==> config.mk <==
export PLATFORM = sky130hd
export DESIGN_NAME = hcpu_outq
export DESIGN_NICKNAME = d
export VERILOG_FILES = /design/src/rtl/core/hcpu_pkg.sv /design/src/rtl/core/hcpu_outq.sv
export SDC_FILE = /design/constraint.sdc
export NUM_CORES = 1
export LEC_CHECK = 0
export ABC_AREA = 1
export BUFFER_PORTS_ARGS = -buffer_cell sky130_fd_sc_hd__buf_4
export CORE_MARGIN = 5
export CORE_UTILIZATION = 50
export CTS_CLUSTER_SIZE = 30
export DETAILED_ROUTE_END_ITERATION = 16
export PLACE_DENSITY = 0.78
export SYNTH_ARGS = -nofsm -noshare
export SYNTH_HDL_FRONTEND = slang
export SYNTH_SLANG_ARGS = --single-unit
==> constraint.sdc <==
create_clock -name clk -period 5.17 [get_ports clk]
set_input_delay 1.034 -clock clk [delete_from_list [all_inputs] [get_ports clk]]
set_output_delay 1.034 -clock clk [all_outputs]
set_load 0.02 [all_outputs]
==> src/rtl/core/hcpu_pkg.sv <==
package hcpu_pkg;

  // Operation field IR[7:5]
  typedef enum logic [2:0] {
    OP_LD  = 3'd0,
    OP_AND = 3'd1,
    OP_OR  = 3'd2,
    OP_XOR = 3'd3,
    OP_ADD = 3'd4,
    OP_SUB = 3'd5,
    OP_ST  = 3'd6,
    OP_BR  = 3'd7
  } op_t;

  // Bus source IR[1:0]
  typedef enum logic [1:0] {
    BUS_D   = 2'd0,
    BUS_RAM = 2'd1,
    BUS_AC  = 2'd2,
    BUS_IN  = 2'd3
  } bus_t;

  // Addressing / destination mode IR[4:2]
  typedef enum logic [2:0] {
    MODE_D_AC    = 3'd0,
    MODE_X_AC    = 3'd1,
    MODE_YD_AC   = 3'd2,
    MODE_YX_AC   = 3'd3,
    MODE_D_X     = 3'd4,
    MODE_D_Y     = 3'd5,
    MODE_D_OUT   = 3'd6,
    MODE_YXI_OUT = 3'd7
  } mode_t;

  typedef enum logic [2:0] {
    DST_NONE,
    DST_AC,
    DST_X,
    DST_Y,
    DST_OUT
  } dest_t;

  localparam logic [15:0] PC_PAGE_MASK = 16'hff00;

  // RAM access request from the execute unit
  typedef struct packed {
    logic        rd_en;
    logic [15:0] rd_addr;
    logic        wr_en;
    logic [15:0] wr_addr;
    logic [7:0]  wr_data;
  } ram_req_t;

  // Architectural state after an instruction executes
  typedef struct packed {
    logic [15:0] pc;
    logic [7:0]  outp;
    logic [7:0]  ac;
    logic [7:0]  x;
    logic [7:0]  y;
  } res_t;

  // Full 16-bit data address selected by an instruction; the RAM cuts it.
  function automatic logic [15:0] mem_addr(input logic [7:0] ir, input logic [7:0] d,
                                           input logic [7:0] x, input logic [7:0] y);
    logic [7:0] lo;
    logic [7:0] hi;
    lo = d;
    hi = 8'h00;
    if (op_t'(ir[7:5]) != OP_BR) begin
      unique case (mode_t'(ir[4:2]))
        MODE_X_AC: lo = x;
        MODE_YD_AC: hi = y;
        MODE_YX_AC, MODE_YXI_OUT: begin
          lo = x;
          hi = y;
        end
        default: ;
      endcase
    end
    return {hi, lo};
  endfunction

endpackage

==> src/rtl/core/hcpu_outq.sv <==
module hcpu_outq
  import hcpu_pkg::*;
(
  input  logic clk,
  input  logic rst,
  input  logic push,
  input  res_t din,
  input  logic out_stall,
  output logic full,
  output logic out_valid,
  output res_t dout
);

  res_t skid;
  logic skid_valid;
  logic pop;

  assign pop  = out_valid && !out_stall;
  assign full = skid_valid;

  // control
  always_ff @(posedge clk) begin
    if (rst) begin
      out_valid  <= 1'b0;
      skid_valid <= 1'b0;
    end else if (skid_valid) begin
      if (pop) begin
        skid_valid <= 1'b0;
      end
    end else if (push) begin
      if (out_valid && !pop) begin
        skid_valid <= 1'b1;
      end else begin
        out_valid <= 1'b1;
      end
    end else if (pop) begin
      out_valid <= 1'b0;
    end
  end

  // payload
  always_ff @(posedge clk) begin
    if (skid_valid) begin
      if (pop) begin
        dout <= skid;
      end
    end else if (push) begin
      if (out_valid && !pop) begin
        skid <= din;
      end else begin
        dout <= din;
      end
    end
  end

endmodule

Yosys cells after proc, flatten, opt, wreduce, memory -nomap -nowiden
Index checks and enable logic that the tools add are counted.

Equality and inequality tests: 3. Multiplexer cells: 11. Bitwise operators: 1. Reduce and logical (&&, ||, !) cells: 9.

Operators by type and width (number): 2-to-1 mux 48 bit (4); AND reduction 3 bit (3); 2-to-1 mux 1 bit (7); != test 2 bit, second input constant (2); nonzero test 2 bit (2); logical AND 1 bit (2); zero test 1 bit (2); != test 2 x 1 -> 1 bit, second input constant (1); inverter 1 bit (1).

Bits in registers: 98. Output and inout port bits: 50. Logic and storage cells: 36.

Logic depth before layout (Yosys ltp)
Word-level depth: 7. Mapped depth: 7. Mapped depth without buffers: 5.

Worst setup path before layout
No wires, ideal clock.

Path kind: input -> register. From: input port out_stall. To: register dout[0] (netlist name), enable pin. Library setup time: 469 ps. Data arrival time: 3500 ps. Data required time: 4701 ps. Slack: 1200 ps. Stages: 3. Path buffers: 0. Cell sequence: nand2_1 inv_1 a21oi_1.

Cells in the longest elaborated chain, start to end: 6. Elaborated cells between the ends (all ways): 7. Those cells by class: eq/ne: 2; reduce/logical: 5.

Ends and longest elaborated chain: from (decl) (RTL line hcpu_outq.sv:8) `input logic out_stall,`; zero test 1 bit * (RTL line hcpu_outq.sv:18) `assign pop = out_valid && !out_stall;`; logical AND 1 bit * (RTL line hcpu_outq.sv:18); zero test 1 bit (RTL line hcpu_outq.sv:48) `if (out_valid && !pop) begin`; logical AND 1 bit (RTL line hcpu_outq.sv:48); != test 2 bit (no source line); AND reduction 3 bit (no source line) *; to (signal assigned) (RTL line hcpu_outq.sv:45) `dout <= skid;`; to (signal assigned) (RTL line hcpu_outq.sv:51) `dout <= din;`; to (decl) (RTL line hcpu_outq.sv:11) `output res_t dout`.

Every way passes the cells marked *; elsewhere a longest branch is shown, timed or not. A chain may end at the register's enable or synchronous reset.

Worst setup path after layout
From: register skid_valid, in the netlist full. To: register dout[23] (netlist name), enable pin.

Cells in the longest elaborated chain, start to end: 2. Elaborated cells between the ends (all ways): 4. Those cells by class: eq/ne: 2; reduce/logical: 2.

Ends and longest elaborated chain: from (decl) (RTL line hcpu_outq.sv:15) `logic skid_valid;`; from (signal assigned) (RTL line hcpu_outq.sv:25) `skid_valid <= 1'b0;`; from (signal assigned) (RTL line hcpu_outq.sv:28) `skid_valid <= 1'b0;`; from (signal assigned) (RTL line hcpu_outq.sv:32) `skid_valid <= 1'b1;`; != test 2 x 1 -> 1 bit (no source line), or another cell as far along; AND reduction 3 bit (no source line) *.

Marks and branches as above.

==> flow_summary.json <==
{
  "vias": 2264,
  "wl_met3_um": 389,
  "fin_crit_ns": 2.51,
  "cts_root_buffer": "clkbuf_8",
  "cts.clk_slew.worst_paths_ns": 0.08,
  "slew_viol_final": 0,
  "period_share": 0.485,
  "min_path_type": "reg -> reg",
  "insertion_delay_ns": 0.34,
  "ant_nets": 0,
  "row_count": 31,
  "die_width_um": 95.0,
  "vias_per_cell": 4.75,
  "clk_path_buf_depth": 2,
  "netlist_area_mm2": 0.00361,
  "status": "completed",
  "cp.arrival_ns": 2.52,
  "postSynthAreaPerCell_um2": 13.3,
  "required_ns": 5.18,
  "initial_utilization": 0.506,
  "gp_congestion": 0.807,
  "grt-ovfl-total": 0,
  "endpoint_kind": "register",
  "grt_pass1_wl_mm": 10.3,
  "cp_cell_sequence": "inv_2 > nand2_1 > a21oi_4 > buf_4",
  "core_area_mm2": 0.00714,
  "nFillCells": 567,
  "holdBufCountCts": 0,
  "drive_gt1_frac": 0.312,
  "place_hpwl_mm": 4.84,
  "setup_viol": 0,
  "cts_setup_buffers": 0,
  "grt_max_degree": 53,
  "rsz0062_at_grt": "false",
  "final-instance-count-excl-fill": 477,
  "top_layer_used": "met4",
  "crit_fanout": 49,
  "holdPathStages": 2,
  "cts.sinks": 98,
  "final-hold-violation-count": 0,
  "drt-total-wl_mm": 6.87,
  "setup_tns_ns": 0,
  "netlist_instances": 271,
  "slew_headroom": 0.348,
  "power_density_mw_per_mm2": 338,
  "peakVddDrop_v": 0.000173,
  "post_cts_resized": 0,
  "ioPinCount": 102,
  "dp_slack_ns": 2.51,
  "yosysSeqAreaShare": 0.809,
  "drc": 0,
  "wire_per_inst_um": 14.4,
  "dr.pass1.iters": 5,
  "wl_met2_mm": 3.66,
  "max_cap_viol_count": 0,
  "first_iter_violations": 143,
  "syn_nets": 323,
  "fin_skew_ns": 0.0143,
  "fin_area_mm2": 0.00462,
  "htreeDepth": 3,
  "yosys_register_bits": 98,
  "cts_tree": "done",
  "final_util": 0.647,
  "nNetsFinal": 426,
  "max_slew.worst_pin.slew_ns": 0.977,
  "dp.cells": 462,
  "n_antenna_cell": 0,
  "fmax_mhz": 399,
  "m1WireLength_mm": 2.69,
  "dieArea_mm2": 0.00903,
  "rr_worst_depth": 4,
  "max_stage_delay_ns": 0.62,
  "fin_ws_ns": 2.66,
  "die_y_um": 95.0,
  "yosysUniqueCellTypes": 10,
  "p_leak_nw": 1.97,
  "placed_area_mm2": 0.00444,
  "critPathKind": "reg -> reg",
  "yosysWarnings": 0,
  "antenna_found_initial": 0,
  "cts_inserted_buffers": 9,
  "critPathSlowestCell": "a21oi_4",
  "port-buffer-count": 101,
  "area_growth_pct": 27.8,
  "startpoint_type": "register",
  "grt_pass1_vias": 2233,
  "track_usage": 0.155
}
-- synth_stat cells --
master | count | share of area
nand2_1 | 151 | 0.16
dfxtp_1 | 2 | 0.011
buf_2 | 7 | 0.0097
nand3_1 | 1 | 0.0014
inv_2 | 1 | 0.0010
a21oi_1 | 2 | 0.0028
edfxtp_1 | 96 | 0.80
nor2_1 | 1 | 0.0010
buf_6 | 4 | 0.012
inv_1 | 6 | 0.0062
-- state kept, by name (all words and copies together), names as in the netlist --
signal     cells
dout          48
full           1
out_valid      1
skid          48
-- final timing paths --
kind / startpoint / endpoint / slack, ns
worst max-delay path: full / dout[23] / 2.66
worst min-delay path: skid[20] / dout[20] / 0.51
worst max register to register: full / dout[23] / 2.66
worst min register to register: skid[20] / dout[20] / 0.51
-- stage by stage --
stage	hold WS (ns)	power, mW
floorplan	0.490	1.04
global placement	0.497	1.13
detailed placement	0.504	1.13
CTS	0.523	1.57
global route	0.540	1.62
finish	0.514	1.56
-- final cells by class --
class	count	area (um^2)	area share
Multi-Input combinational cell	155	597	0.129
Sequential cell	98	2920	0.633
Timing Repair Buffer	103	773	0.167
Clock buffer	12	135	0.0292
Inverter	7	26.3	0.00569
Clock inverter	3	41.3	0.00894
Tap cell	99	124	0.0268
-- metal layers --
metal | up-vias | GRT usage
met5 | - | 0
met4 | 0 | 0.0757
met3 | 12 | 0.0324
met2 | 98 | 0.282
met1 | 1048 | 0.173
li1 | 1106 | -
-- where the power goes --
| part | switching [mW] | internal [mW] | leakage [nW] |
|---|---|---|---|
| Sequential | 0.0131 | 0.923 | 0.918 |
| Combinational | 0.103 | 0.0745 | 0.964 |
| Clock | 0.230 | 0.221 | 0.0841 |
| Total | 0.346 | 1.22 | 1.97 |
-- layout by cell type (no fill, tap or decap), drive strengths merged --
| cell | count |
|---|---|
| a21oi | 2 |
| buf | 103 |
| bufinv | 1 |
| inv | 7 |
| clkinvlp | 1 |
| edfxtp | 96 |
| clkbuf | 12 |
| nor2 | 1 |
| dfxtp | 2 |
| clkinv | 1 |
| nand2 | 151 |
| nand3 | 1 |
-- cell families (layout without fill, tap and decap cells) --
logic type,after synthesis,in the layout,share of synthesized area
AO/OA/AOI/OAI,2,2,0.00277
flip-flops,98,98,0.809
AND/OR/NAND/NOR,153,153,0.159
buffers and inverters,18,125,0.0294
-- critical path, delay by kind of cell, from the launching register on --
| kind | cells | cell delay, ns |
|---|---|---|
| buf+inv | 2 | 1.00 |
| compound gates | 1 | 0.62 |
| flops | 1 | 0.33 |
| simple gates | 1 | 0.23 |
(Power assumes the default switching activity.)
