`config.mk`:
```
export PLATFORM = sky130hd
export DESIGN_NAME = hcpu_exec
export DESIGN_NICKNAME = d
export VERILOG_FILES = /design/src/rtl/core/hcpu_pkg.sv /design/src/rtl/core/hcpu_exec.sv
export SDC_FILE = /design/constraint.sdc
export NUM_CORES = 1
export LEC_CHECK = 0
export ABC_CLOCK_PERIOD_IN_PS = 4400
export BUFFER_PORTS_ARGS = -buffer_cell sky130_fd_sc_hd__buf_2
export CORE_ASPECT_RATIO = 2
export CORE_MARGIN = 2
export CORE_UTILIZATION = 55
export CTS_CLUSTER_DIAMETER = 60
export DETAILED_ROUTE_END_ITERATION = 16
export PLACE_DENSITY = 0.93
export SYNTH_ARGS = -nofsm -noshare
export SYNTH_HDL_FRONTEND = slang
export SYNTH_SLANG_ARGS = --single-unit
```
`constraint.sdc`:
```
create_clock -name clk -period 4.4 [get_ports clk]
set_input_delay 0.22 -clock clk [delete_from_list [all_inputs] [get_ports clk]]
set_output_delay 0.22 -clock clk [all_outputs]
set_load 0.05 [all_outputs]
```
`src/rtl/core/hcpu_pkg.sv`:
```
package hcpu_pkg;

  // Operation field IR[7:5]
  typedef enum logic [2:0] {
    OP_LD  = 3'd0,
    OP_AND = 3'd1,
    OP_OR  = 3'd2,
    OP_XOR = 3'd3,
    OP_ADD = 3'd4,
    OP_SUB = 3'd5,
    OP_ST  = 3'd6,
    OP_BR  = 3'd7
  } op_t;

  // Bus source IR[1:0]
  typedef enum logic [1:0] {
    BUS_D   = 2'd0,
    BUS_RAM = 2'd1,
    BUS_AC  = 2'd2,
    BUS_IN  = 2'd3
  } bus_t;

  // Addressing / destination mode IR[4:2]
  typedef enum logic [2:0] {
    MODE_D_AC    = 3'd0,
    MODE_X_AC    = 3'd1,
    MODE_YD_AC   = 3'd2,
    MODE_YX_AC   = 3'd3,
    MODE_D_X     = 3'd4,
    MODE_D_Y     = 3'd5,
    MODE_D_OUT   = 3'd6,
    MODE_YXI_OUT = 3'd7
  } mode_t;

  typedef enum logic [2:0] {
    DST_NONE,
    DST_AC,
    DST_X,
    DST_Y,
    DST_OUT
  } dest_t;

  localparam logic [15:0] PC_PAGE_MASK = 16'hff00;

  // RAM access request from the execute unit
  typedef struct packed {
    logic        rd_en;
    logic [15:0] rd_addr;
    logic        wr_en;
    logic [15:0] wr_addr;
    logic [7:0]  wr_data;
  } ram_req_t;

  // Architectural state after an instruction executes
  typedef struct packed {
    logic [15:0] pc;
    logic [7:0]  outp;
    logic [7:0]  ac;
    logic [7:0]  x;
    logic [7:0]  y;
  } res_t;

  // Full 16-bit data address selected by an instruction; the RAM cuts it.
  function automatic logic [15:0] mem_addr(input logic [7:0] ir, input logic [7:0] d,
                                           input logic [7:0] x, input logic [7:0] y);
    logic [7:0] lo;
    logic [7:0] hi;
    lo = d;
    hi = 8'h00;
    if (op_t'(ir[7:5]) != OP_BR) begin
      unique case (mode_t'(ir[4:2]))
        MODE_X_AC: lo = x;
        MODE_YD_AC: hi = y;
        MODE_YX_AC, MODE_YXI_OUT: begin
          lo = x;
          hi = y;
        end
        default: ;
      endcase
    end
    return {hi, lo};
  endfunction

endpackage

```
`src/rtl/core/hcpu_exec.sv`:
```
module hcpu_exec
  import hcpu_pkg::*;
(
  input  logic       clk,
  input  logic       rst,
  input  logic       accept,
  input  logic [7:0] rom_instruction,
  input  logic [7:0] rom_operand,
  input  logic [7:0] input_port,
  input  logic [7:0] floating_bus,
  input  logic [7:0] ram_rdata,
  output ram_req_t   ram_req,
  output res_t       res
);

  logic [15:0] pc;
  logic [7:0]  ir;
  logic [7:0]  d;
  logic [7:0]  ac;
  logic [7:0]  x;
  logic [7:0]  y;
  logic [7:0]  outp;

  logic [15:0] pc_next;
  logic [7:0]  ac_next;
  logic [7:0]  x_next;
  logic [7:0]  y_next;
  logic [7:0]  outp_next;

  op_t   op;
  mode_t mode;
  bus_t  bsel;
  dest_t dest;
  logic  is_store;
  logic  inc_x;
  logic  [7:0] busv;
  logic  [7:0] alu;
  logic  [1:0] cond;

  assign op       = op_t'(ir[7:5]);
  assign mode     = mode_t'(ir[4:2]);
  assign bsel     = bus_t'(ir[1:0]);
  assign is_store = (op == OP_ST);

  // destination decode
  always_comb begin
    dest  = DST_NONE;
    inc_x = 1'b0;
    if (op != OP_BR) begin
      unique case (mode)
        MODE_D_AC, MODE_X_AC, MODE_YD_AC, MODE_YX_AC: dest = DST_AC;
        MODE_D_X:   dest = DST_X;
        MODE_D_Y:   dest = DST_Y;
        MODE_D_OUT: dest = DST_OUT;
        MODE_YXI_OUT: begin
          dest  = DST_OUT;
          inc_x = 1'b1;
        end
        default: dest = DST_NONE;
      endcase
      if (is_store && (dest == DST_AC || dest == DST_OUT)) begin
        dest = DST_NONE;
      end
    end
  end

  // data bus
  always_comb begin
    unique case (bsel)
      BUS_D:   busv = d;
      BUS_RAM: busv = is_store ? floating_bus : ram_rdata;
      BUS_AC:  busv = ac;
      BUS_IN:  busv = input_port;
      default: busv = d;
    endcase
  end

  // ALU
  always_comb begin
    unique case (op)
      OP_LD:   alu = busv;
      OP_AND:  alu = ac & busv;
      OP_OR:   alu = ac | busv;
      OP_XOR:  alu = ac ^ busv;
      OP_ADD:  alu = ac + busv;
      OP_SUB:  alu = ac - busv;
      OP_ST:   alu = ac;
      OP_BR:   alu = 8'h00 - ac;
      default: alu = busv;
    endcase
  end

  // register write-back
  always_comb begin
    ac_next   = ac;
    x_next    = x;
    y_next    = y;
    outp_next = outp;
    unique case (dest)
      DST_AC:  ac_next = alu;
      DST_X:   x_next = alu;
      DST_Y:   y_next = alu;
      DST_OUT: outp_next = alu;
      default: ;
    endcase
    if (inc_x) begin
      x_next = x + 8'd1;
    end
  end

  // program counter: far jump on mode 0, else branch within page on AC test
  assign cond = (ac == 8'h00) ? 2'd2 : {1'b0, ac[7]};

  always_comb begin
    pc_next = pc + 16'd1;
    if (op == OP_BR) begin
      if (mode == MODE_D_AC) begin
        pc_next = {y, busv};
      end else if (ir[2 + cond]) begin
        pc_next = (pc & PC_PAGE_MASK) | {8'h00, busv};
      end
    end
  end

  // RAM: store now, read for the instruction being latched
  always_comb begin
    ram_req.wr_en   = accept && is_store;
    ram_req.wr_addr = mem_addr(ir, d, x, y);
    ram_req.wr_data = busv;
    ram_req.rd_en   = accept;
    ram_req.rd_addr = mem_addr(rom_instruction, rom_operand, x_next, y_next);
  end

  always_ff @(posedge clk) begin
    if (rst) begin
      pc   <= '0;
      ir   <= '0;
      d    <= '0;
      ac   <= '0;
      x    <= '0;
      y    <= '0;
      outp <= '0;
    end else if (accept) begin
      pc   <= pc_next;
      ir   <= rom_instruction;
      d    <= rom_operand;
      ac   <= ac_next;
      x    <= x_next;
      y    <= y_next;
      outp <= outp_next;
    end
  end

  assign res = '{pc: pc_next, outp: outp_next, ac: ac_next, x: x_next, y: y_next};

endmodule

```
# [Word-level counts from Yosys, hierarchy flattened]
# Index checks and enable logic that the tools add are counted.
[op_classes] n_mux=28 reduce_logical=13 n_bitwise=4 addsub=6 eq_ne=29 magnitude_cmp=1
[ops] operator="8-bit two-way mux" count=14
[ops] operator="8-bit case mux with 8 select lines" count=1
[ops] operator="16-bit two-way mux" count=3
[ops] operator="3-bit equality test (second input constant)" count=11
[ops] operator="8-bit case mux with 4 select lines" count=1
[ops] operator="3-bit by 2-bit equality test with 1-bit output (second input constant)" count=8
[ops] operator="16-bit by 1-bit adder with 16-bit output (second input constant)" count=1
[ops] operator="16-bit by 8-bit OR with 16-bit output" count=1
[ops] operator="3-bit by 1-bit equality test with 1-bit output (second input constant)" count=5
[ops] operator="3-bit case mux with 4 select lines" count=1
[ops] operator="3-bit OR reduction" count=4
[ops] operator="3-bit two-way mux" count=3
[ops] operator="8-bit by 1-bit adder with 8-bit output (second input constant)" count=1
[ops] operator="8-bit adder" count=1
[ops] operator="8-bit bitwise AND" count=1
[ops] operator="8-bit zero test" count=1
[ops] operator="8-bit OR" count=1
[ops] operator="1-bit by 8-bit subtractor with 8-bit output (first input constant)" count=1
[ops] operator="8-bit subtractor" count=1
[ops] operator="8-bit XOR" count=1
[ops] operator="3-bit zero test" count=2
[ops] operator="3-bit inequality test (second input constant)" count=2
[ops] operator="2-bit equality test (second input constant)" count=2
[ops] operator="3-bit by 4-bit < comparator with 1-bit output (second input constant)" count=1
[ops] operator="10 further kinds" count=13
[word_totals] in_bits=43 wordCells=88 out_inout_bits=90 ff_bits=64

# [Logic depth before layout (Yosys ltp)]
# Gate-level depths: netlist of the first run.
[logic_depth] ltp_word=14 depth_mapped=19 ltp_nobuf=17

# [Worst setup path after synthesis of the first run]
# Ideal clock, no wire load.
[synth_path] path_kind="register -> output" from="reg ir[1]" to="out ram_req[38] (netlist name)" path_stages_with_launch=19 n_path_buf=2 t_required_ns=4.180 arrival_ns=5.416 setup_slack_ns=-1.236 cell_sequence="dfxtp_1 buf_2 buf_2 mux2_2 o22ai_1 a21oi_1 inv_1 ha_1 nand2_1 o21ai_0 inv_1 ha_1 nor2b_1 o2111a_1 o31a_1 nor3_1 o22ai_2 a21oi_1 nor2b_1"
[synth_lines] element="from (decl)" line="hcpu_exec.sv:17" source="logic [7:0] ir;"
[synth_lines] element="from (signal assigned)" line="hcpu_exec.sv:145" source="ir <= rom_instruction;"
[synth_lines] element="to (decl)" line="hcpu_exec.sv:12" source="output ram_req_t ram_req,"

==> results.sh, run 1 <==
export IMPL_globalRouteTotalUtil_pct=38.2
export IMPL_synth_fp_nets=765
export IMPL_hold_depth=3
export IMPL_fin_crit_sh_pct=99.5
export IMPL_whs_endpoint="ir[0]"
export IMPL_gp_congestion=1.15
export IMPL_worst_hold_slack_ps=119
export IMPL_worstReg2RegStart="ir[1]"
export IMPL_holdBufCountCts=0
export IMPL_grt_pass1_vias=5818
export IMPL_r2r_end="ac[7]"
export IMPL_async_flop_share_pct=0
export IMPL_total_leakage_power_uw=0.00317
export IMPL_hpwl_um=14300
export IMPL_slew_headroom_pct=19.4
export IMPL_drive_gt1_share_pct=30.0
export IMPL_drcViolationCount=0
export IMPL_fill_cells=708
export IMPL_insertion_delay_ps=340
export IMPL_path_class="reg2out"
export IMPL_grt_max_degree=38
export IMPL_diodes=0
export IMPL_drt_total_wl_um=20500
export IMPL_sw_frac_of_total_pct=40.0
export IMPL_antenna_found_initial=2
export IMPL_synth_cells=694
export IMPL_drtPass1Iterations=6
export IMPL_ys_flop_type="dfxtp_1"
export IMPL_coreArea_sq_um=9380
export IMPL_worstHoldStart="rom_instruction[0]"
export IMPL_fin_skew_ps=6.09
export IMPL_port_buffer_count=132
export IMPL_clockBufferDepth=2
export IMPL_wl_per_cell_um=21.8
export IMPL_synth_edf_count=0
export IMPL_area_growth_pct=25.6
export IMPL_fin_nets=900
export IMPL_postPlaceCellArea_sq_um=6190
export IMPL_fmax_mhz=229
export IMPL_die_y_um=143
export IMPL_fin_ws_ps=23.9
export IMPL_via_per_inst=6.67
export IMPL_ctsHtreeMaxLevel=3
export IMPL_cts_num_sinks=64
export IMPL_start_kind="flop"
export IMPL_p_int_uw=1450
export IMPL_avgSynthCellArea_sq_um=7.64
export IMPL_die_x_um=73.4
export IMPL_comb_power_share_pct=41.0
export IMPL_tightestPinTransition_ps=1200
export IMPL_io_pins=133
export IMPL_cp_startpoint="ir[1]"
export IMPL_rows=50
export IMPL_cts_made_buffers=9
export IMPL_synthTopCellsByArea="dfxtp_1 24%, mux2i_1 9.6%, nor2_1 8.4%, ha_1 6.4%, a21oi_1 5.0%"
export IMPL_dr_total_vias=6257
export IMPL_required_ps=4180
export IMPL_arrival_ps=4160
export IMPL_pre_cts_ws_ps=147
export IMPL_grt_setup_unrepaired="yes"
export IMPL_cp_max_fo=9
export IMPL_post_route_min_period_ps=4380
export IMPL_seq_power_share_pct=26.6
export IMPL_finalHoldViolCount=0
export IMPL_cap_violations=0
export IMPL_outcome="finished clean"
export IMPL_r2r_slack_ps=560
export IMPL_yosysTopAreaCellShare_pct=24.2
export IMPL_r2r_cells=18
export IMPL_die_area_sq_um=10500
export IMPL_p_per_area_nw_per_um2=363
export IMPL_crit_path_end_kind="output pin"
export IMPL_root_buffer="clkbuf_16"
export IMPL_clk_pin_slew_worst_paths_ps=60
export IMPL_syn_cell_area_sq_um=5300
export IMPL_yosys_warnings=0
export IMPL_p_sw_uw=966
export IMPL_cts_tree="done"
export IMPL_stdcell_area_sq_um=6660
export IMPL_synth_top_area_cell="dfxtp_1"
export IMPL_ir_worst_vdd_mv=0.339
export IMPL_yosysUniqueCellTypes=69
export IMPL_yosysSeqAreaShare_pct=24.2
export IMPL_initial_core_util_pct=56.5
export IMPL_setup_viol=0
export IMPL_clock_power_share_pct=32.4
export IMPL_min_path_type="in2reg"
export IMPL_grt_pass1_wl_um=30400
export IMPL_finalMaxSlewViolations=0
export IMPL_ant_nets=0
export IMPL_grt_overflow=0
export IMPL_synth_seq_cells=64
export IMPL_drt_iter0_markers=842
-- placed cells by master (no fill, tap or decap), drive strengths merged, types with 3 or more instances in the layout --
cell / count
inv: 30
o21ai: 26
buf: 166
o32ai: 5
mux2i: 51
and3: 8
nand4: 3
o22ai: 17
nor3: 14
a31oi: 3
mux4: 3
nand3: 22
o21a: 6
mux2: 22
dfxtp: 64
ha: 27
and2: 9
o41ai: 3
a211oi: 10
a21oi: 54
o221a: 3
nand2b: 7
a221oi: 3
o31ai: 4
nand2: 50
a211o: 3
a21o: 6
xnor2: 19
a311oi: 6
nor2b: 12
nor2: 118
or3: 5
clkbuf: 13
-- worst max-delay path: stages (launching register included) --
cell and delay, ps:
dfxtp_4 400, buf_4 150, mux2_2 340, o22ai_1 140
a21o_2 190, inv_2 100, nor2_2 140, a21oi_1 100
xnor2_1 180, ha_2 330, o2111a_1 160, o31a_1 310
o21a_1 170, nor2_1 120, xnor3_1 200, a21oi_4 80
buf_4 160, a21oi_1 250, clkbuf_4 300
-- metal layers --
metal / track usage, % / vias up / wire length, um
met5: 0 / - / 27
met4: 29.2 / 4 / 1890
met3: 10.2 / 163 / 1920
met2: 63.5 / 479 / 10200
met1: 39.5 / 2845 / 6470
li1: - / 2766 / -
-- worst max path at each step --
stage	end	slack [ps]	cells past startpoint
2_1_floorplan	res[15]	-80	19
3_3_place_gp	res[15]	270	19
3_5_place_dp	res[15]	150	18
4_1_cts	res[15]	2	19
5_1_grt	res[15]	-40	18
6_report	res[23]	20	18
-- flip-flops by register name, indices dropped and copies added (netlist names) --
signal,flops
y,8
outp,8
ac,8
pc,16
ir,8
x,8
d,8
-- metrics by stage --
step	util, %	instances	setup TNS [ps]	total power, uW
after CTS	70.1	932	0	2340
final	71.0	938	0	2410
after global routing	71.0	938	-92.6	2490
after floorplan	-	694	-399	1300
after global placement	66.0	913	0	1540
after detailed placement	66.0	913	0	1550
-- power groups by stage --
stage / clock network [uW] / logic (uW) / registers, uW
2_1_floorplan: 0 / 656 / 640
3_3_place_gp: 0 / 889 / 649
3_5_place_dp: 0 / 901 / 650
4_1_cts: 784 / 918 / 639
5_1_grt: 807 / 1040 / 644
6_report: 783 / 990 / 643
-- synth_stat cells (all sizes together) (3+ instances only) --
| cell | instances |
|---|---|
| o41ai | 3 |
| and3 | 8 |
| a311oi | 6 |
| ha | 27 |
| a21oi | 54 |
| mux2i | 51 |
| a31oi | 3 |
| a211oi | 10 |
| o221a | 3 |
| dfxtp | 64 |
| o21ai | 26 |
| nor2 | 118 |
| or3 | 5 |
| buf | 14 |
| mux4 | 3 |
| o31ai | 4 |
| o21a | 6 |
| clkbuf | 30 |
| nand3 | 22 |
| nand2 | 50 |
| o32ai | 5 |
| xnor2 | 19 |
| mux2 | 22 |
| a221oi | 3 |
| a21o | 6 |
| nor2b | 12 |
| o22ai | 17 |
| nor3 | 14 |
| inv | 30 |
| nand4 | 3 |
| a211o | 3 |
| nand2b | 7 |
| and2 | 9 |
-- layout make-up --
| class | count | area, sq um | area share [%] |
|---|---|---|---|
| clock buffer | 11 | 243 | 3.64 |
| sequential | 64 | 1290 | 19.4 |
| clock inverter | 5 | 80.1 | 1.20 |
| multi-input combinational | 555 | 3850 | 57.8 |
| inverter | 31 | 116 | 1.75 |
| timing repair buffer | 168 | 948 | 14.2 |
| tap | 104 | 130 | 1.95 |
-- timing repair --
| item | in CTS | in global routing |
|---|---|---|
| setup buffers | 3 | 5 |
| setup endpoints to repair | 12 | 22 |
| pin swaps | 1 | 4 |
| cloned | 0 | 1 |
| resized for setup | 14 | 14 |
-- cell families (layout without fill, tap and decap cells) --
group                      after synthesis  after routing  synth area share (%)
and+or+nand+nor                        258            258                  22.1
AOI/OAI and AO/OA                      171            171                  21.7
muxes                                   76             76                  15.6
buffers and inverters                   75            215                  5.78
DFF                                     64             64                  24.2
adders and majority gates               28             28                  6.75
xor gates and xnor gates                22             22                  3.89
Note: power is estimated with default switching activity, not from simulation.
==> inputs of run 2 (changes only) <==
ABC_AREA = 1   (was not set)
SETUP_SLACK_MARGIN = 0.02   (was not set)
==> results.sh, run 2 <==
export IMPL_p_per_area_nw_per_um2=377
export IMPL_cap_violations=0
export IMPL_async_flop_share_pct=0
export IMPL_crit_path_end_kind="output pin"
export IMPL_via_per_inst=5.69
export IMPL_avgSynthCellArea_sq_um=6.20
export IMPL_slew_headroom_pct=33.8
export IMPL_gp_congestion=0.974
export IMPL_insertion_delay_ps=340
export IMPL_fin_ws_ps=226
export IMPL_grt_max_degree=50
export IMPL_post_route_min_period_ps=4170
export IMPL_crit_buf_inv=6
export IMPL_diodes=0
export IMPL_cts_num_sinks=64
export IMPL_grt_pass1_wl_um=30500
export IMPL_die_y_um=146
export IMPL_grt_overflow=0
export IMPL_drive_gt1_share_pct=25.1
export IMPL_ctsHtreeMaxLevel=3
export IMPL_grt_pass1_vias=6165
export IMPL_postPlaceCellArea_sq_um=6430
export IMPL_top_register="pc"
export IMPL_largest_register_ffs=16
export IMPL_start_kind="flop"
export IMPL_dr_total_vias=6662
export IMPL_coreArea_sq_um=9760
export IMPL_initial_core_util_pct=56.7
export IMPL_outcome="finished clean"
export IMPL_synth_fp_nets=964
export IMPL_fill_cells=873
export IMPL_ir_worst_vdd_mv=0.318
export IMPL_setup_viol=0
export IMPL_finalHoldViolCount=0
export IMPL_fin_skew_ps=6.80
export IMPL_syn_cell_area_sq_um=5530
export IMPL_stdcell_area_sq_um=6860
export IMPL_synth_cells=893
export IMPL_path_class="reg2out"
export IMPL_yosysUniqueCellTypes=53
export IMPL_layout_commonest_cell="inv_1"
export IMPL_die_area_sq_um=10900
export IMPL_root_buffer="clkbuf_16"
export IMPL_tightestPinTransition_ps=989
export IMPL_yosysSeqAreaShare_pct=23.2
export IMPL_total_leakage_power_uw=0.00373
export IMPL_netlist_top_cells_count="167 x inv_1, 149 x nand2_1, 112 x o21ai_0"
export IMPL_cts_tree="done"
export IMPL_mostFrequentLayoutCells="159 x inv_1, 145 x nand2_1, 128 x buf_2, 102 x o21ai_0, 78 x a21oi_1"
export IMPL_fin_nets=1104
export IMPL_drcViolationCount=0
export IMPL_clockBufferDepth=2
export IMPL_required_ps=4180
export IMPL_drt_iter0_markers=516
export IMPL_antenna_found_initial=0
export IMPL_cts_made_buffers=9
export IMPL_area_growth_pct=24.0
export IMPL_cp_max_fo=5
export IMPL_cpPeakStageDelay_ps=370
export IMPL_cp_top_family="compound AO/OA/AOI/OAI gates"
export IMPL_finalMaxSlewViolations=0
export IMPL_ant_nets=0
export IMPL_synthTopCellsByArea="dfxtp_1 23%, inv_1 11%, o21ai_0 10%, nand2_1 10%, a21oi_1 7.4%"
export IMPL_worst_path_most_repeated_cell="nand2_1"
export IMPL_arrival_ps=3950
export IMPL_port_buffer_count=132
export IMPL_yosysTopAreaCellShare_pct=23.2
export IMPL_min_path_type="in2reg"
export IMPL_io_pins=133
export IMPL_fin_crit_sh_pct=94.9
export IMPL_die_x_um=74.9
export IMPL_synth_edf_count=0
export IMPL_ys_flop_type="dfxtp_1"
export IMPL_clk_pin_slew_worst_paths_ps=60
export IMPL_drt_total_wl_um=19700
export IMPL_globalRouteTotalUtil_pct=36.2
export IMPL_fmax_mhz=240
export IMPL_synth_top_area_cell="dfxtp_1"
export IMPL_wl_per_cell_um=16.9
export IMPL_synth_seq_cells=64
export IMPL_rows=51
export IMPL_pre_cts_ws_ps=154
export IMPL_hpwl_um=15000
export IMPL_grt_setup_unrepaired="yes"
export IMPL_drtPass1Iterations=5
export IMPL_yosys_warnings=0
export IMPL_critPathSlowestCell="dfxtp_4"
export IMPL_synth_most_common_cell="inv_1"
-- run 2: cell types whose count changed in the layout (fill, tap and decap cells not counted), moves of 15 or more --
cell     before  now
inv_1        28  159
nand2_1      49  145
o21ai_0      23  102
nor2_1      117   62
mux2i_1      51    1
a21oi_1      46   78
nand3_1      22   44
mux2_2       21    1
o21ai_1       2   20
xnor2_1      19    3
xor2_1        2   18
nand2_2       1   16
-- run 2: per-layer routing --
layer	track usage, %	vias to the layer above	wire [um]
met4	24.7	0	1450
met1	39.0	3061	6900
met3	4.43	91	1050
met5	0	-	0
met2	62.4	325	10300
li1	-	3185	-
-- run 2: tightest hold or removal path, stage by stage --
cell and delay (ps):
buf_2 90, nor2_1 40, nor2_1 80
-- run 2: cell type report --
class                   count  area, sq um  share of cell area, %
multi-input cells         625         3560                   51.8
inverters                 173          654                   9.54
well taps                 132          165                   2.41
repair buffers            160          888                   12.9
flip-flops and latches     64         1300                   18.9
clock buffers              13          260                   3.79
clock inverters             3         40.0                  0.583
-- run 2: worst paths after layout --
check | endpoint | slack, ps | start | cells after the start
setup / recovery | ram_req[30] | 230 | ir[5] | 27
hold / removal | d[4] | 120 | rom_operand[4] | 3
setup reg to reg | y[6] | 810 | ir[5] | 28
hold reg to reg | d[6] | 490 | d[6] | 2
-- run 2: cell families after synthesis --
logic type               share of synthesized area, %
AND/OR/NAND/NOR                                  27.4
AO/OA/AOI/OAI                                    25.0
buffers and inverters                            14.2
flip-flops                                       23.2
adder cells (fa/ha/maj)                          6.47
XOR/XNOR                                         3.32
multiplexers                                    0.384
-- run 2: timing repair --
action,in CTS,in global routing
setup buffers,0,5
setup endpoints to repair,8,30
hold buffers,0,0
resized for setup,9,36
pin swaps,0,6
-- run 2: power by group --
part | internal [uW] | switching [uW]
Sequential | 624 | 51.1
Combinational | 328 | 843
Clock | 468 | 274
-- run 2: stage by stage --
step	std cells	hold slack [ps]	TNS (ps)	util, %	power, uW
finish	1170	124	0	70.3	2590
global route	1170	132	-22.4	70.3	2690
CTS	1165	126	0	69.1	2530
detailed placement	1149	466	0	65.9	1800
global placement	1149	462	0	65.9	1780
floorplan	893	355	-265	-	1480
==> inputs of run 3 (changes only) <==
RECOVER_POWER = 25   (was not set)
==> results.sh, run 3 (synthesized netlist as in run 2, its figures left out) <==
export IMPL_top_register="pc"
export IMPL_sw_frac_of_total_pct=45.1
export IMPL_area_growth_pct=23.2
export IMPL_die_x_um=74.9
export IMPL_stdcell_area_sq_um=6820
export IMPL_die_y_um=146
export IMPL_cts_num_sinks=64
export IMPL_drt_total_wl_um=19600
export IMPL_p_int_uw=1420
export IMPL_fill_cells=885
export IMPL_initial_core_util_pct=56.7
export IMPL_grt_pass1_wl_um=30500
export IMPL_comb_power_share_pct=45.2
export IMPL_cp_max_fo=5
export IMPL_cts_made_buffers=9
export IMPL_crit_path_end_kind="output pin"
export IMPL_p_per_area_nw_per_um2=378
export IMPL_arrival_ps=3930
export IMPL_antenna_found_initial=0
export IMPL_fin_nets=1104
export IMPL_pre_cts_ws_ps=154
export IMPL_worst_path_most_repeated_cell="nand2_1"
export IMPL_postPlaceCellArea_sq_um=6430
export IMPL_mostFrequentLayoutCells="160 x inv_1, 145 x nand2_1, 111 x buf_2, 103 x o21ai_0, 78 x a21oi_1"
export IMPL_required_ps=4180
export IMPL_drt_iter0_markers=504
export IMPL_fin_crit_sh_pct=94.4
export IMPL_ctsHtreeMaxLevel=3
export IMPL_grt_setup_unrepaired="yes"
export IMPL_grt_pass1_vias=6165
export IMPL_finalMaxSlewViolations=50
export IMPL_fin_util_pct=69.8
export IMPL_cts_tree="done"
export IMPL_seq_power_share_pct=26.2
export IMPL_coreArea_sq_um=9760
export IMPL_start_kind="flop"
export IMPL_finalPower_uw=2580
export IMPL_violations="max-capacitance violations, max-slew violations"
export IMPL_grt_max_degree=50
export IMPL_tightestPinTransition_ps=2010
export IMPL_hpwl_um=15000
export IMPL_io_pins=133
export IMPL_path_class="reg2out"
export IMPL_cpPeakStageDelay_ps=370
export IMPL_clockBufferDepth=2
export IMPL_fin_tns_setup_ps=0
export IMPL_root_buffer="clkbuf_16"
export IMPL_ant_nets=0
export IMPL_insertion_delay_ps=340
export IMPL_cp_startpoint="ir[5]"
export IMPL_drive_gt1_share_pct=23.1
export IMPL_min_path_type="in2reg"
export IMPL_fin_skew_ps=6.34
export IMPL_clock_power_share_pct=28.7
export IMPL_largest_register_ffs=16
export IMPL_finalHoldViolCount=0
export IMPL_drtPass1Iterations=5
export IMPL_via_per_inst=5.63
export IMPL_ir_worst_vdd_mv=0.317
export IMPL_clk_pin_slew_worst_paths_ps=60
export IMPL_p_sw_uw=1160
export IMPL_diodes=0
export IMPL_worstHoldStart="rom_operand[4]"
export IMPL_cap_violations=1
export IMPL_layout_commonest_cell="inv_1"
export IMPL_worstReg2RegStart="ir[5]"
export IMPL_fin_ws_ps=248
export IMPL_fmax_mhz=241
export IMPL_setup_viol=0
export IMPL_rows=51
export IMPL_globalRouteTotalUtil_pct=36.2
export IMPL_drcViolationCount=0
export IMPL_wl_per_cell_um=16.8
export IMPL_total_leakage_power_uw=0.00366
export IMPL_grt_overflow=0
export IMPL_gp_congestion=0.974
export IMPL_critPathSlowestCell="dfxtp_4"
export IMPL_outcome="complete, but fails checks"
export IMPL_dr_total_vias=6586
export IMPL_die_area_sq_um=10900
export IMPL_port_buffer_count=132
export IMPL_slew_headroom_pct=-34.2
export IMPL_post_route_min_period_ps=4150
## run 3: cell types whose count changed in the layout (fill, tap and decap cells not counted), sizes merged
cell,delta
buf,-20
clkbuf,+20
## run 3: per-stage QoR
step	hold slack, ps	instances
after detailed placement	466	1149
after floorplan	355	893
after global placement	462	1149
after global routing	132	1170
final	122	1170
after CTS	126	1165
## run 3: final cells by class
class / count / area (sq um) / area share (%)
Clock inverter: 3 / 40.0 / 0.587
Multi-Input combinational cell: 625 / 3540 / 51.9
Clock buffer: 13 / 260 / 3.82
Sequential cell: 64 / 1300 / 19.1
Inverter: 173 / 654 / 9.60
Tap cell: 132 / 165 / 2.42
Timing Repair Buffer: 160 / 857 / 12.6
## run 3: layer usage
metal	up-vias	GRT usage (%)	wire, um
met5	-	0	0
met4	0	24.7	1450
met3	90	4.43	1120
met2	313	62.4	10300
met1	2994	39.0	6800
li1	3189	-	-
## run 3: repair_timing
action | CTS | global route
hold buffers | 0 | 0
pin swaps | 0 | 6
endpoints found under the setup margin | 8 | 30
resized for setup | 9 | 36
buffers inserted | 0 | 5
gates cloned | 0 | 0
## run 3: power by group through the flow
stage	clock (uW)	sequential (uW)	combinational [uW]
after CTS	738	672	1120
after global routing	764	678	1240
final	740	675	1160
after global placement	0	680	1100
after floorplan	0	668	815
after detailed placement	0	683	1110
## run 3: worst max-delay path: cells and delay by family, from the launching register on
kind	cells	cell delay [ps]
simple gates	13	1390
buf+inv	7	670
fa+ha+maj	2	620
compound gates	6	540
flops	1	370
## run 3: final timing paths
check,end,cells past startpoint,slack (ps)
worst min register to register,d[6],2,490
worst min-delay path,d[4],3,120
worst max-delay path,ram_req[39],28,250
worst max register to register,y[6],28,800
